`src/bst_pkg.sv`:
```
// Shared constants for the bounded set table: field widths, operation
// and status codes, default capacity. No dependencies.
package bst_pkg;

  localparam int KEY_W            = 32;
  localparam int OP_W             = 2;
  localparam int COUNT_OUT_W      = 5;
  localparam int DEFAULT_CAPACITY = 16;

  localparam logic [OP_W-1:0] OP_ADD    = 2'd0;
  localparam logic [OP_W-1:0] OP_REMOVE = 2'd1;
  localparam logic [OP_W-1:0] OP_QUERY  = 2'd2;

  localparam logic STATUS_DONE = 1'b0;
  localparam logic STATUS_FULL = 1'b1;

endpackage

```
`src/bst_ram.sv`:
```
// Generic single-write, single-read RAM with registered read data.
// No dependencies.
module bst_ram #(
  parameter int WIDTH  = 32,
  parameter int DEPTH  = 16,
  parameter int ADDR_W = (DEPTH > 1) ? $clog2(DEPTH) : 1
) (
  input  logic              clk,
  input  logic              wr_en,
  input  logic [ADDR_W-1:0] wr_addr,
  input  logic [WIDTH-1:0]  wr_data,
  input  logic              rd_en,
  input  logic [ADDR_W-1:0] rd_addr,
  output logic [WIDTH-1:0]  rd_data
);

  logic [WIDTH-1:0] mem [DEPTH];

  always_ff @(posedge clk) begin
    if (wr_en) begin
      mem[wr_addr] <= wr_data;
    end
    if (rd_en) begin
      rd_data <= mem[rd_addr];
    end
  end

endmodule

```
`src/bounded_set_table.sv`:
```
// Bounded set table top level: scan sequencer around one key comparator.
// Depends on bst_pkg and bst_ram.
//
//   channel   handshake        payload
//   input     start / busy     in_operation, in_key
//   result    out_valid        out_was_present, out_status, out_count
//
// An item is taken when start is high and busy is low. busy then stays high
// while the single RAM read port walks the held keys through one comparator.
// The result strobes in the first cycle with busy low, and the next item can
// be taken in that cycle. Remove compacts in the same pass through the RAM
// write port. Reset is synchronous and empties the set at once. The receiver
// cannot stall; each result shows for one cycle.
module bounded_set_table
  import bst_pkg::*;
#(
  parameter int CAPACITY = DEFAULT_CAPACITY
) (
  input  logic                   clk,
  input  logic                   rst_n,
  input  logic                   start,
  output logic                   busy,
  input  logic [OP_W-1:0]        in_operation,
  input  logic signed [KEY_W-1:0] in_key,
  output logic                   out_valid,
  output logic                   out_was_present,
  output logic                   out_status,
  output logic [COUNT_OUT_W-1:0] out_count
);

  localparam int AW    = (CAPACITY > 1) ? $clog2(CAPACITY) : 1;
  localparam int CNT_W = $clog2(CAPACITY + 1);

  localparam logic ST_IDLE = 1'b0;
  localparam logic ST_SCAN = 1'b1;

  logic             state_r, state_nxt;
  logic [OP_W-1:0]  op_r;
  logic [KEY_W-1:0] key_r;
  logic [CNT_W-1:0] count_r, count_nxt;
  logic [CNT_W-1:0] rd_idx_r, rd_idx_nxt;
  logic [CNT_W-1:0] kept_r, kept_nxt;
  logic             pend_r, pend_nxt;
  logic             match_r, match_nxt;

  logic             valid_r, valid_nxt;
  logic             present_r, present_nxt;
  logic             status_r, status_nxt;
  logic [CNT_W-1:0] res_count_r, res_count_nxt;

  logic             rd_en;
  logic             wr_en;
  logic [AW-1:0]    wr_addr;
  logic [KEY_W-1:0] wr_data;
  logic [KEY_W-1:0] rd_data;
  logic             hit;

  bst_ram #(
    .WIDTH (KEY_W),
    .DEPTH (CAPACITY),
    .ADDR_W(AW)
  ) u_ram (
    .clk    (clk),
    .wr_en  (wr_en),
    .wr_addr(wr_addr),
    .wr_data(wr_data),
    .rd_en  (rd_en),
    .rd_addr(rd_idx_r[AW-1:0]),
    .rd_data(rd_data)
  );

  // the one comparator, fed by the RAM read data
  assign hit = (rd_data == key_r);

  always_comb begin
    state_nxt     = state_r;
    count_nxt     = count_r;
    rd_idx_nxt    = rd_idx_r;
    kept_nxt      = kept_r;
    pend_nxt      = pend_r;
    match_nxt     = match_r;
    valid_nxt     = 1'b0;
    present_nxt   = present_r;
    status_nxt    = status_r;
    res_count_nxt = res_count_r;
    rd_en         = 1'b0;
    wr_en         = 1'b0;
    wr_addr       = kept_r[AW-1:0];
    wr_data       = rd_data;

    unique case (state_r)
      ST_IDLE: begin
        if (start) begin
          state_nxt  = ST_SCAN;
          rd_idx_nxt = '0;
          kept_nxt   = '0;
          pend_nxt   = 1'b0;
          match_nxt  = 1'b0;
        end
      end
      ST_SCAN: begin
        if (pend_r) begin
          if (hit) begin
            match_nxt = 1'b1;
          end else if (op_r == OP_REMOVE) begin
            // shift the survivor down to the next kept slot
            wr_en    = 1'b1;
            kept_nxt = kept_r + 1'b1;
          end
        end
        if (rd_idx_r < count_r) begin
          rd_en      = 1'b1;
          rd_idx_nxt = rd_idx_r + 1'b1;
          pend_nxt   = 1'b1;
        end else begin
          pend_nxt = 1'b0;
        end
        if (!pend_r && rd_idx_r == count_r) begin
          state_nxt   = ST_IDLE;
          valid_nxt   = 1'b1;
          present_nxt = match_r;
          status_nxt  = STATUS_DONE;
          if (op_r == OP_ADD) begin
            if (!match_r) begin
              if (count_r < CNT_W'(CAPACITY)) begin
                wr_en     = 1'b1;
                wr_addr   = count_r[AW-1:0];
                wr_data   = key_r;
                count_nxt = count_r + 1'b1;
              end else begin
                status_nxt = STATUS_FULL;
              end
            end
          end else if (op_r == OP_REMOVE) begin
            count_nxt = kept_r;
          end
          res_count_nxt = count_nxt;
        end
      end
      default: state_nxt = ST_IDLE;
    endcase
  end

  always_ff @(posedge clk) begin
    if (!rst_n) begin
      state_r  <= ST_IDLE;
      count_r  <= '0;
      valid_r  <= 1'b0;
      pend_r   <= 1'b0;
      match_r  <= 1'b0;
      rd_idx_r <= '0;
      kept_r   <= '0;
    end else begin
      state_r  <= state_nxt;
      count_r  <= count_nxt;
      valid_r  <= valid_nxt;
      pend_r   <= pend_nxt;
      match_r  <= match_nxt;
      rd_idx_r <= rd_idx_nxt;
      kept_r   <= kept_nxt;
    end
  end

  always_ff @(posedge clk) begin
    if (state_r == ST_IDLE && start) begin
      op_r  <= in_operation;
      key_r <= in_key;
    end
    present_r   <= present_nxt;
    status_r    <= status_nxt;
    res_count_r <= res_count_nxt;
  end

  assign busy            = (state_r != ST_IDLE);
  assign out_valid       = valid_r;
  assign out_was_present = present_r;
  assign out_status      = status_r;
  assign out_count       = COUNT_OUT_W'(res_count_r);

endmodule

```
`config.mk`:
```
export PLATFORM = sky130hd
export DESIGN_NAME = bounded_set_table
export DESIGN_NICKNAME = d
export VERILOG_FILES = /design/src/bst_pkg.sv /design/src/bst_ram.sv /design/src/bounded_set_table.sv
export SDC_FILE = /design/constraint.sdc
export NUM_CORES = 1
export LEC_CHECK = 0
export ABC_AREA = 1
export BUFFER_PORTS_ARGS = -buffer_cell sky130_fd_sc_hd__buf_4
export CAP_MARGIN = 20
export CELL_PAD_IN_SITES_DETAIL_PLACEMENT = 1
export CELL_PAD_IN_SITES_GLOBAL_PLACEMENT = 1
export CORE_MARGIN = 5
export CORE_UTILIZATION = 51
export CTS_CLUSTER_DIAMETER = 200
export DETAILED_ROUTE_END_ITERATION = 10
export PLACE_DENSITY_LB_ADDON = 0.1
export SYNTH_ARGS = -nofsm -noshare
export SYNTH_HDL_FRONTEND = slang
export SYNTH_HIERARCHICAL = 1
export SYNTH_SLANG_ARGS = --single-unit
```
`constraint.sdc`:
```
create_clock -name clk -period 4.63 [get_ports clk]
set_input_delay 1.1575 -clock clk [delete_from_list [all_inputs] [get_ports clk]]
set_output_delay 1.1575 -clock clk [all_outputs]
set_load 0.05 [all_outputs]
```
==> results.md, run 1 <==
* Min-Delay Path Depth at 2
* Vias/cell at ~5.5
* ANT cells at 0
* Xor/xnor share of the synthesized area at less than 1%
* Most used DFF post-synth: edfxtp_1
* Port bufs at between 40 and 50
* Final setup skew at roughly 0.023 ns
* FP Rows at 83
* Fin worst setup slack at between 0.2 and 0.3 ns
* Synth area leaders: edfxtp_1, nand2_1, nand3_1
* Largest family of logic cells by synthesized area: simple AND/OR/NAND/NOR gates
* Yosys warnings at 6
* Mapped Nets at ~2500
* Critical path depth at 11
* CTS tree: yes
* Post-cts sizing count at 0
* Syn Area/Cell at about 11 um^2
* Slew Limit Headroom at 26.5%
* Fin. max-slew vios at 0
* Post-synthesis register bit count at approximately 600
* Wirelength, routed at about 73 mm
* Top cell by count, worst path: nand2_1
* Critical-path maximum fanout at 51
* Post-route cell area at a little under 30000 um^2
* Tcrit/Tclk final at around 94%
* Mapped cell area at 26400 um^2
* Pin count of the biggest net entering global routing at approximately 130
* Die Ht at approximately 240 um
* Setup violators final at 0
* Total CTS buffers at between 60 and 70
* Top cells by count, synth: nand2_1, edfxtp_1, inv_1, nand3_1, buf_2
* Adder-cell share of the synthesized area at 0.380%
* Max Clk Rate at roughly 0.23 GHz
* Worst Path Required at ~4.9 ns
* Synth cell types at 29
* WL per Instance at 22.3 um
* Clock period minus final worst setup slack at about 4.4 ns
* Htree depth at 3
* Max-Cap Viols at 0
* Worst-case reg-to-reg path depth at 11
* Startpoint Class: register
* Placed Instance Area at roughly 27000 um^2
* Starting Density at 51.4%
* Delay-heaviest family, CP: simple AND/OR/NAND/NOR gates
* Clk sinks at between 600 and 700
* Horiz. Die Dim at around 240 um
* Unrepaired setup endpoints after global routing: false
* I/O pin count at between 40 and 50
* Number of setup buffers added after CTS at 0
* Post-synth EDFFs at about 590
* GRT Util Overall at around a quarter
* Power per cell area at just under 400 nW/um^2
* Leakage power at about 12 nW
* Peak VDD IR at between 0.3 and 0.4 mV
* First-pass GRT wire length at about 110 mm
* Die area at 56300 um^2
* CTS root buf: clkbuf_16
* Setup slack, reg-to-reg at about 0.26 ns
* Crit-path cells: inv_1, ha_1, nand2_1, nor2_1, nand2_1, inv_2, nand3_4, o21ai_0, nand3b_1, nor2_4, buf_4
* DR iter-0 viols at between 1000 and 1500
* Clock buffer depth at 3
* Number of placed cells counting well taps at ~3100
* Core area at just over 50000 um^2
* Slowest-stage cell, CP: o21ai_0
* DR pass1 iterations at 5
* Largest stage delay on the critical path at 0.76 ns
* Vias in the first global route at around 19000
* Post-synthesis sequential area ratio at 68.1%
* Post-synthesis compound-gate area fraction at less than 1%
* Worst Path Buf+Inv at 3
* Initial antenna violation count at 0
* Hold Path Class: register to register
* Worst Tran Pin Value at 1.10 ns
* Final layout net count at 2567
* GRT overflow at 0
* Non-filler instance count after layout at about 3300
* Final Hold Fails at 0
* Syn Inst Count at between 2000 and 2500
* CTS Hold Buffers Added at 0
* Setup TNS at 0 ns
* Place WS at about 0.46 ns
* Layout cells sized above 1 at 9.11%
* Antenna Violating Nets Remaining at 0
* Status: completed
* Crit path capture type: register
* Clock Latency Late Sink at 0.61 ns
* Layout area overhead at 11.6%
* Post-detail-place hpwl at between 40 and 50 mm
* Worst-path clk slew at around 0.06 ns
* GP Congestion at ~0.79
* DRC Markers at 0
* Mux cell area share after synthesis at 1.31%
* Synth top area share at 66.6%
* DR vias at about 18000
* Setup CP Type: register to register
* Area leader, netlist: edfxtp_1
* Simple logic cell fraction of the synthesized area at between 10% and 20%
* Async S/R FF share, synth at 0%
* Count leader, synth: nand2_1
* Critical Path AT at roughly 4.6 ns
[sequential cells by signal, summed over array words and instances (netlist names), 2 cells and up]
| register | flops |
|---|---|
| rd_idx_r | 5 |
| u_ram/rd_data | 32 |
| u_ram/mem | 512 |
| kept_r | 5 |
| op_r | 2 |
| key_r | 32 |
| out_count | 5 |
| count_r | 5 |
[worst reg2reg max path: stages, from the launching register on]
cell and delay [ns]:
dfxtp_4 0.73, inv_1 0.17, ha_1 0.30, nand2_1 0.06, nor2_1 0.09, nand2_1 0.10
inv_2 0.18, nand3_4 0.31, o21ai_0 0.77, nand3b_1 0.53, nor2_4 0.19, buf_4 0.56
[cell type report]
type / count / area (um^2)
multi-input combinational: 1324 / 6160
clock inverter: 38 / 338
clock buffer: 79 / 1720
timing repair buffer: 95 / 763
tap: 680 / 851
fill: 5450 / 21900
sequential: 604 / 18000
inverter: 430 / 1620
[per-layer routing]
layer	GRT usage (%)	vias to the layer above	routed length (um)
met1	32.5	9081	30100
met4	8.20	0	2270
met3	4.07	128	3020
met2	45.5	406	37100
li1	-	8133	-
met5	0	-	0
[stage by stage]
stage               hold WS, ns  util [%]  power [mW]
finish                    0.509      57.3        11.4
global route              0.540      57.3        11.8
CTS                       0.509      57.3        11.5
detailed placement        0.489      53.3        6.44
global placement          0.480      53.3        6.43
floorplan                 0.454         -        6.32
[cells in the final DEF, fill, tap and decap left out, drive strengths merged, types with 22 or more instances in the layout]
cell type  count
clkbuf        79
nand2        773
mux2          23
buf           95
clkinv        25
nor2          42
xnor2         24
edfxtp       585
inv          433
nand3        397
o21ai         22
[path summary, 6_finish.rpt]
path,start,end
worst max-delay path,rd_idx_r[0]$_SDFFE_PN0P_,u_ram/mem[9][26]$_DFFE_PP_
worst min register to register,pend_r$_SDFFE_PN0P_,pend_r$_SDFFE_PN0P_
worst max register to register,rd_idx_r[0]$_SDFFE_PN0P_,u_ram/mem[9][26]$_DFFE_PP_
worst min-delay path,pend_r$_SDFFE_PN0P_,pend_r$_SDFFE_PN0P_
[where the power goes]
group          switching (mW)  total (mW)  leakage, nW  internal [mW]
registers              0.0245        6.03         5.44           6.00
logic                   0.212       0.302         5.79         0.0898
clock network            2.11        5.10        0.997           2.98
total                    2.35        11.4         12.2           9.08
[cell families (layout without fill, tap and decap cells)]
logic type                 after synthesis  in the layout
buffers and inverters                  540            642
muxes                                   23             23
and+or+nand+nor                       1221           1221
AOI/OAI and AO/OA                       43             43
xor gates and xnor gates                29             29
DFF                                    604            604
adders and majority gates                8              8
No activity file was read; power rests on OpenSTA's default activity.
==> inputs of run 2 (changes only) <==
--- a/config.mk
+++ b/config.mk
@@ -10,10 +10,10 @@
 export CAP_MARGIN = 20
 export CELL_PAD_IN_SITES_DETAIL_PLACEMENT = 1
 export CELL_PAD_IN_SITES_GLOBAL_PLACEMENT = 1
-export CORE_MARGIN = 5
 export CORE_UTILIZATION = 51
 export CTS_CLUSTER_DIAMETER = 200
 export DETAILED_ROUTE_END_ITERATION = 10
+export HOLD_SLACK_MARGIN = 0.06
 export PLACE_DENSITY_LB_ADDON = 0.1
 export SYNTH_ARGS = -nofsm -noshare
 export SYNTH_HDL_FRONTEND = slang
==> results.md, run 2 (synthesis results as in run 1) <==
* Critical Path AT at approximately 4.2 ns
* Crit path capture type: register
* Max Clk Rate at around 0.26 GHz
* Fin. max-slew vios at 0
* DR iter-0 viols at 1300
* Final Hold Fails at 0
* DR vias at 17600
* Htree depth at 3
* Number of placed cells counting well taps at around 3100
* Reg2Reg Capture Point: u_ram/mem[4][17]$_DFFE_PP_
* Final layout net count at roughly 2600
* Most flop-heavy register: u_ram/mem
* CTS root buf: clkbuf_16
* Tcrit/Tclk final at 84.5%
* Clock period minus final worst setup slack at 3.91 ns
* GP Congestion at between 0.7 and 0.8
* Worst Path Required at around 5 ns
* Layout cells sized above 1 at around 8.6%
* Non-filler instance count after layout at ~3200
* GRT overflow at 0
* Setup CP Type: register to register
* Setup violators final at 0
* Total CTS buffers at ~70
* Min-Delay Path Depth at 2
* Vias in the first global route at about 19000
* Layout area overhead at 11.4%
* Final setup skew at between 0.01 and 0.015 ns
* Clock buffer depth at 3
* I/O pin count at 46
* Starting Density at a little over half
* Max reg flops at between 500 and 600
* Post-cts sizing count at 0
* Setup TNS at 0 ns
* Largest regs: u_ram/mem (512), key_r (32), u_ram/rd_data (32)
* First-pass GRT wire length at roughly 110 mm
* Post-detail-place hpwl at approximately 40 mm
* Clk sinks at roughly 600
* Worst Tran Pin Value at 1.11 ns
* CTS Hold Buffers Added at 0
* Leakage power at approximately 12 nW
* Startpoint Class: register
* Hold slack at just over 0.5 ns
* Worst-case reg-to-reg path depth at 13
* FP Rows at 82
* Hold wc startpoint: pend_r$_SDFFE_PN0P_
* WHS Endpoint: pend_r$_SDFFE_PN0P_
* Core area at 50600 um^2
* Die Ht at 229 um
* Hold Path Class: register to register
* Initial antenna violation count at 0
* Power per cell area at roughly 380 nW/um^2
* Wirelength, routed at between 70 and 80 mm
* Setup slack, reg-to-reg at roughly 0.7 ns
* Unrepaired setup endpoints after global routing: false
* CTS tree: yes
* WL per Instance at around 22 um
* Commonest cells after routing, fill and taps aside: nand2_1, edfxtp_1, inv_1
* ANT cells at 0
* GRT Util Overall at between 20% and 30%
* DR pass1 iterations at 5
* Worst-path clk slew at about 0.06 ns
* DRC Markers at 0
* Die area at between 50000 and 60000 um^2
* Horiz. Die Dim at 229 um
* Port bufs at 45
* Antenna Violating Nets Remaining at 0
* Critical-path maximum fanout at 21
* Reg-to-reg startpoint: count_r[3]$_SDFFE_PN0P_
* Max-Cap Viols at 0
* Clock Latency Late Sink at ~0.6 ns
* Peak VDD IR at 0.346 mV
* Status: completed
* Number of setup buffers added after CTS at 0
* Vias/cell at between 5 and 6
* Pin count of the biggest net entering global routing at ~180
* Leading cell type in the layout, fill and taps excluded: nand2_1
* Slew Limit Headroom at about a quarter
-- run 2: worst max-delay path by stage --
stage                            startpoint  cells past startpoint                    endpoint  slack, ns
finish              count_r[3]$_SDFFE_PN0P_                     13  u_ram/mem[4][17]$_DFFE_PP_       0.72
global route        count_r[3]$_SDFFE_PN0P_                     13  u_ram/mem[4][16]$_DFFE_PP_       0.43
CTS                 count_r[3]$_SDFFE_PN0P_                     13  u_ram/mem[4][16]$_DFFE_PP_       0.70
detailed placement  count_r[3]$_SDFFE_PN0P_                     13  u_ram/mem[4][21]$_DFFE_PP_       0.76
global placement    count_r[3]$_SDFFE_PN0P_                     13  u_ram/mem[4][20]$_DFFE_PP_       0.86
floorplan           count_r[4]$_SDFFE_PN0P_                     13  u_ram/mem[12][0]$_DFFE_PP_       0.78
-- run 2: cell type report --
type	instances	area, um^2
Clock buffer	90	1840
Clock inverter	28	154
Fill cell	5335	21200
Inverter	430	1620
Multi-Input combinational cell	1324	6160
Sequential cell	604	18000
Tap cell	672	841
Timing Repair Buffer	89	781
-- run 2: metrics by stage --
| stage | power (mW) | util (%) | area, um^2 | setup WS [ns] |
|---|---|---|---|---|
| after floorplan | 6.32 | - | 26400 | 0.779 |
| after global placement | 6.43 | 54.1 | 27400 | 0.861 |
| after detailed placement | 6.44 | 54.1 | 27400 | 0.759 |
| after CTS | 11.4 | 58.0 | 29400 | 0.697 |
| after global routing | 11.6 | 58.0 | 29400 | 0.431 |
| final | 11.3 | 58.0 | 29400 | 0.720 |
-- run 2: layer usage --
layer,track usage (%),vias to the layer above,routed length (um)
met5,0,-,0
met1,36.1,8930,30400
met4,8.98,0,2010
met2,46.4,455,34600
met3,4.23,136,3480
li1,-,8123,-
-- run 2: worst max-delay path: stages (launching register included) --
cell and delay (ns):
dfxtp_1 0.37, inv_1 0.12, ha_1 0.31, nand2_1 0.08, nor2_1 0.17, nand2_1 0.07
nor2_1 0.09, nand2_1 0.10, inv_2 0.19, nand3_4 0.15, o21ai_0 0.54, nand3b_1 0.47
nor2_4 0.65, buf_12 0.29
-- run 2: where the power goes --
| part | total, mW | switching (mW) | internal, mW |
|---|---|---|---|
| combinational | 0.304 | 0.214 | 0.0894 |
| clock | 4.94 | 2.11 | 2.83 |
| sequential | 6.02 | 0.0202 | 6.00 |
==> inputs of run 3 (changes only) <==
--- a/config.mk
+++ b/config.mk
@@ -5,12 +5,12 @@
 export SDC_FILE = /design/constraint.sdc
 export NUM_CORES = 1
 export LEC_CHECK = 0
-export ABC_AREA = 1
+export ABC_AREA = 0
 export BUFFER_PORTS_ARGS = -buffer_cell sky130_fd_sc_hd__buf_4
 export CAP_MARGIN = 20
 export CELL_PAD_IN_SITES_DETAIL_PLACEMENT = 1
 export CELL_PAD_IN_SITES_GLOBAL_PLACEMENT = 1
-export CORE_UTILIZATION = 51
+export CORE_UTILIZATION = 50
 export CTS_CLUSTER_DIAMETER = 200
 export DETAILED_ROUTE_END_ITERATION = 10
 export HOLD_SLACK_MARGIN = 0.06
==> constraint.sdc (replaced) <==
create_clock -name clk -period 3.1 [get_ports clk]
set_input_delay 0.775 -clock clk [delete_from_list [all_inputs] [get_ports clk]]
set_output_delay 0.775 -clock clk [all_outputs]
set_load 0.05 [all_outputs]
==> results.md, run 3 <==
* Vias in the first global route at 12200
* Max Clk Rate at approximately 0.34 GHz
* GRT Util Overall at around a quarter
* Mapped Nets at ~1100
* Power per cell area at around 620 nW/um^2
* Layout area overhead at 19.0%
* Max reg flops at 512
* Async S/R FF share, synth at 0%
* Largest family of logic cells by synthesized area: multiplexers
* Worst-path clk slew at roughly 0.060 ns
* Mapped cell area at around 24000 um^2
* Post-synthesis sequential area ratio at 76.4%
* Starting Density at about half
* Fin. max-slew vios at 0
* Crit path to: u_ram/mem[12][12]$_DFFE_PP_
* GRT overflow at 0
* Worst Tran Pin Value at ~0.82 ns
* Start point of the critical path: key_r[30]$_DFFE_PP_
* GP Congestion at 0.783
* Hold Path Class: input port to register
* Slew Limit Headroom at around 45%
* Setup violators final at 0
* Tcrit/Tclk final at between 90% and 100%
* Synth area leaders: edfxtp_1, mux4_2, a22oi_1
* Syn Inst Count at 1098
* Initial antenna violation count at 0
* I/O pin count at 46
* WL per Instance at just under 30 um
* Status: completed
* Layout cells sized above 1 at ~35%
* Post-synth EDFFs at 585
* Final setup skew at ~0.025 ns
* Top cells by count, synth: edfxtp_1, mux4_2, a22oi_1, nand2_1, xnor2_1
* Setup CP Type: register to register
* Count leader, synth: edfxtp_1
* Leakage power at between 8 and 9 nW
* Final layout net count at approximately 1300
* CTS tree: yes
* Core area at 46500 um^2
* Yosys warnings at 6
* DRC Markers at 0
* Setup slack, reg-to-reg at around 0.14 ns
* Max-Cap Viols at 0
* Wirelength, routed at roughly 56 mm
* Die Ht at between 200 and 250 um
* Tot Pwr at about 17 mW
* Largest regs: u_ram/mem (512), key_r (32), u_ram/rd_data (32)
* Worst Path Required at 3.48 ns
* Syn Area/Cell at ~21 um^2
* Adder-cell share of the synthesized area at 0.426%
* DR iter-0 viols at 1108
* Post-detail-place hpwl at roughly 34 mm
* Simple logic cell fraction of the synthesized area at under 10%
* Post-synthesis compound-gate area fraction at 2.89%
* Worst-case reg-to-reg path depth at 10
* Crit path capture type: register
* Vias/cell at around 6.0
* Port bufs at 45
* Peak VDD IR at approximately 0.48 mV
* Clock buffer depth at 3
* Most used DFF post-synth: edfxtp_1
* Clk sinks at just over 600
* Reg-to-reg startpoint: key_r[30]$_DFFE_PP_
* Horiz. Die Dim at 219 um
* DR pass1 iterations at 5
* First-pass GRT wire length at 81.2 mm
* Mux cell area share after synthesis at roughly 15%
* Reg2Reg Capture Point: u_ram/mem[12][12]$_DFFE_PP_
* Post-synthesis register bit count at 604
* FP Rows at between 70 and 80
* Critical-path maximum fanout at 12
* CTS Hold Buffers Added at 0
* Synth cell types at 52
* Commonest cells after routing, fill and taps aside: edfxtp_1, mux4_2, buf_4
* Clock period minus final worst setup slack at around 3.0 ns
* Pin count of the biggest net entering global routing at ~100
* Unrepaired setup endpoints after global routing: false
* Die area at 47900 um^2
* Htree depth at 2
* Antenna Violating Nets Remaining at 0
* Synth top area share at around three quarters
* Area leader, netlist: edfxtp_1
* Final Hold Fails at 0
* ANT cells at 0
* Place WS at -0.256 ns
* DR vias at approximately 11000
* Fin worst setup slack at 0.145 ns
* Critical Path AT at 3.34 ns
* Xor/xnor share of the synthesized area at approximately 1.2%
* Most flop-heavy register: u_ram/mem
* Leading cell type in the layout, fill and taps excluded: edfxtp_1
* Startpoint Class: register
* CTS root buf: clkbuf_16
* Total CTS buffers at 60
* Clock Latency Late Sink at about 0.65 ns
## run 3: changes by cell type after synthesis, moves of 29 or more
cell and delta:
buf_2 -36, mux4_2 +128, nand2_1 -728, nand3_1 -389
a22oi_1 +64, buf_6 -29, inv_1 -418
## run 3: timing repair
action,in CTS,in global routing
setup buffers,0,3
endpoints found under the setup margin,96,57
pin swaps,3,2
resized for setup,0,1
cloned,0,1
endpoints found under the hold margin,0,0
## run 3: cell families after synthesis
family,count (synthesis)
flip-flops,604
multiplexers,176
AND/OR/NAND/NOR,125
AO/OA/AOI/OAI,93
buffers and inverters,60
XOR/XNOR,32
adder cells (fa/ha/maj),8
## run 3: through the flow
stage	util [%]	hold WS [ns]	setup TNS, ns	cell area [um^2]	instances
final	60.2	0.302	0	28000	1902
after global routing	60.2	0.277	0	28000	1902
after CTS	59.9	0.264	-23.01	27800	1895
after floorplan	-	0.443	-139.55	23700	1098
after global placement	55.4	0.474	-19.60	25700	1783
after detailed placement	55.4	0.490	-22.71	25700	1783
## run 3: area by class of cell
| type | instances | area, um^2 |
|---|---|---|
| Timing Repair Buffer | 136 | 1650 |
| Clock inverter | 48 | 572 |
| Clock buffer | 64 | 1520 |
| Sequential cell | 604 | 18000 |
| Tap cell | 607 | 759 |
| Multi-Input combinational cell | 434 | 5490 |
| Inverter | 9 | 33.8 |
| Fill cell | 3856 | 18500 |
## run 3: layer usage
metal	track usage, %	wire length [um]
met5	0	0
met4	7.41	1350
met2	39.2	27700
met1	33.9	24500
met3	2.81	2300
## run 3: worst min-delay path by stage
stage | from | to | slack, ns | cells past startpoint
2_1_floorplan | kept_r[4]$_SDFFE_PN0P_ | kept_r[4]$_SDFFE_PN0P_ | 0.44 | 2
3_3_place_gp | kept_r[4]$_SDFFE_PN0P_ | kept_r[4]$_SDFFE_PN0P_ | 0.47 | 2
3_5_place_dp | kept_r[4]$_SDFFE_PN0P_ | kept_r[4]$_SDFFE_PN0P_ | 0.49 | 2
4_1_cts | in_key[22] | key_r[22]$_DFFE_PP_ | 0.26 | 1
5_1_grt | in_key[0] | key_r[0]$_DFFE_PP_ | 0.28 | 1
6_report | in_key[22] | key_r[22]$_DFFE_PP_ | 0.30 | 1
## run 3: critical path, cell delays in order (launching register included)
cell and delay [ns]:
edfxtp_1 0.45, xnor2_1 0.47, nand4_1 0.32, nor4_2 0.40
a21oi_1 0.14, or2_1 0.25, buf_4 0.15, nand3_1 0.13
buf_12 0.15, nor3_4 0.06, buf_12 0.16
## run 3: where the power goes
group | internal [mW] | switching (mW)
Combinational | 0.227 | 0.343
Sequential | 9.01 | 0.0426
Clock | 4.48 | 3.16
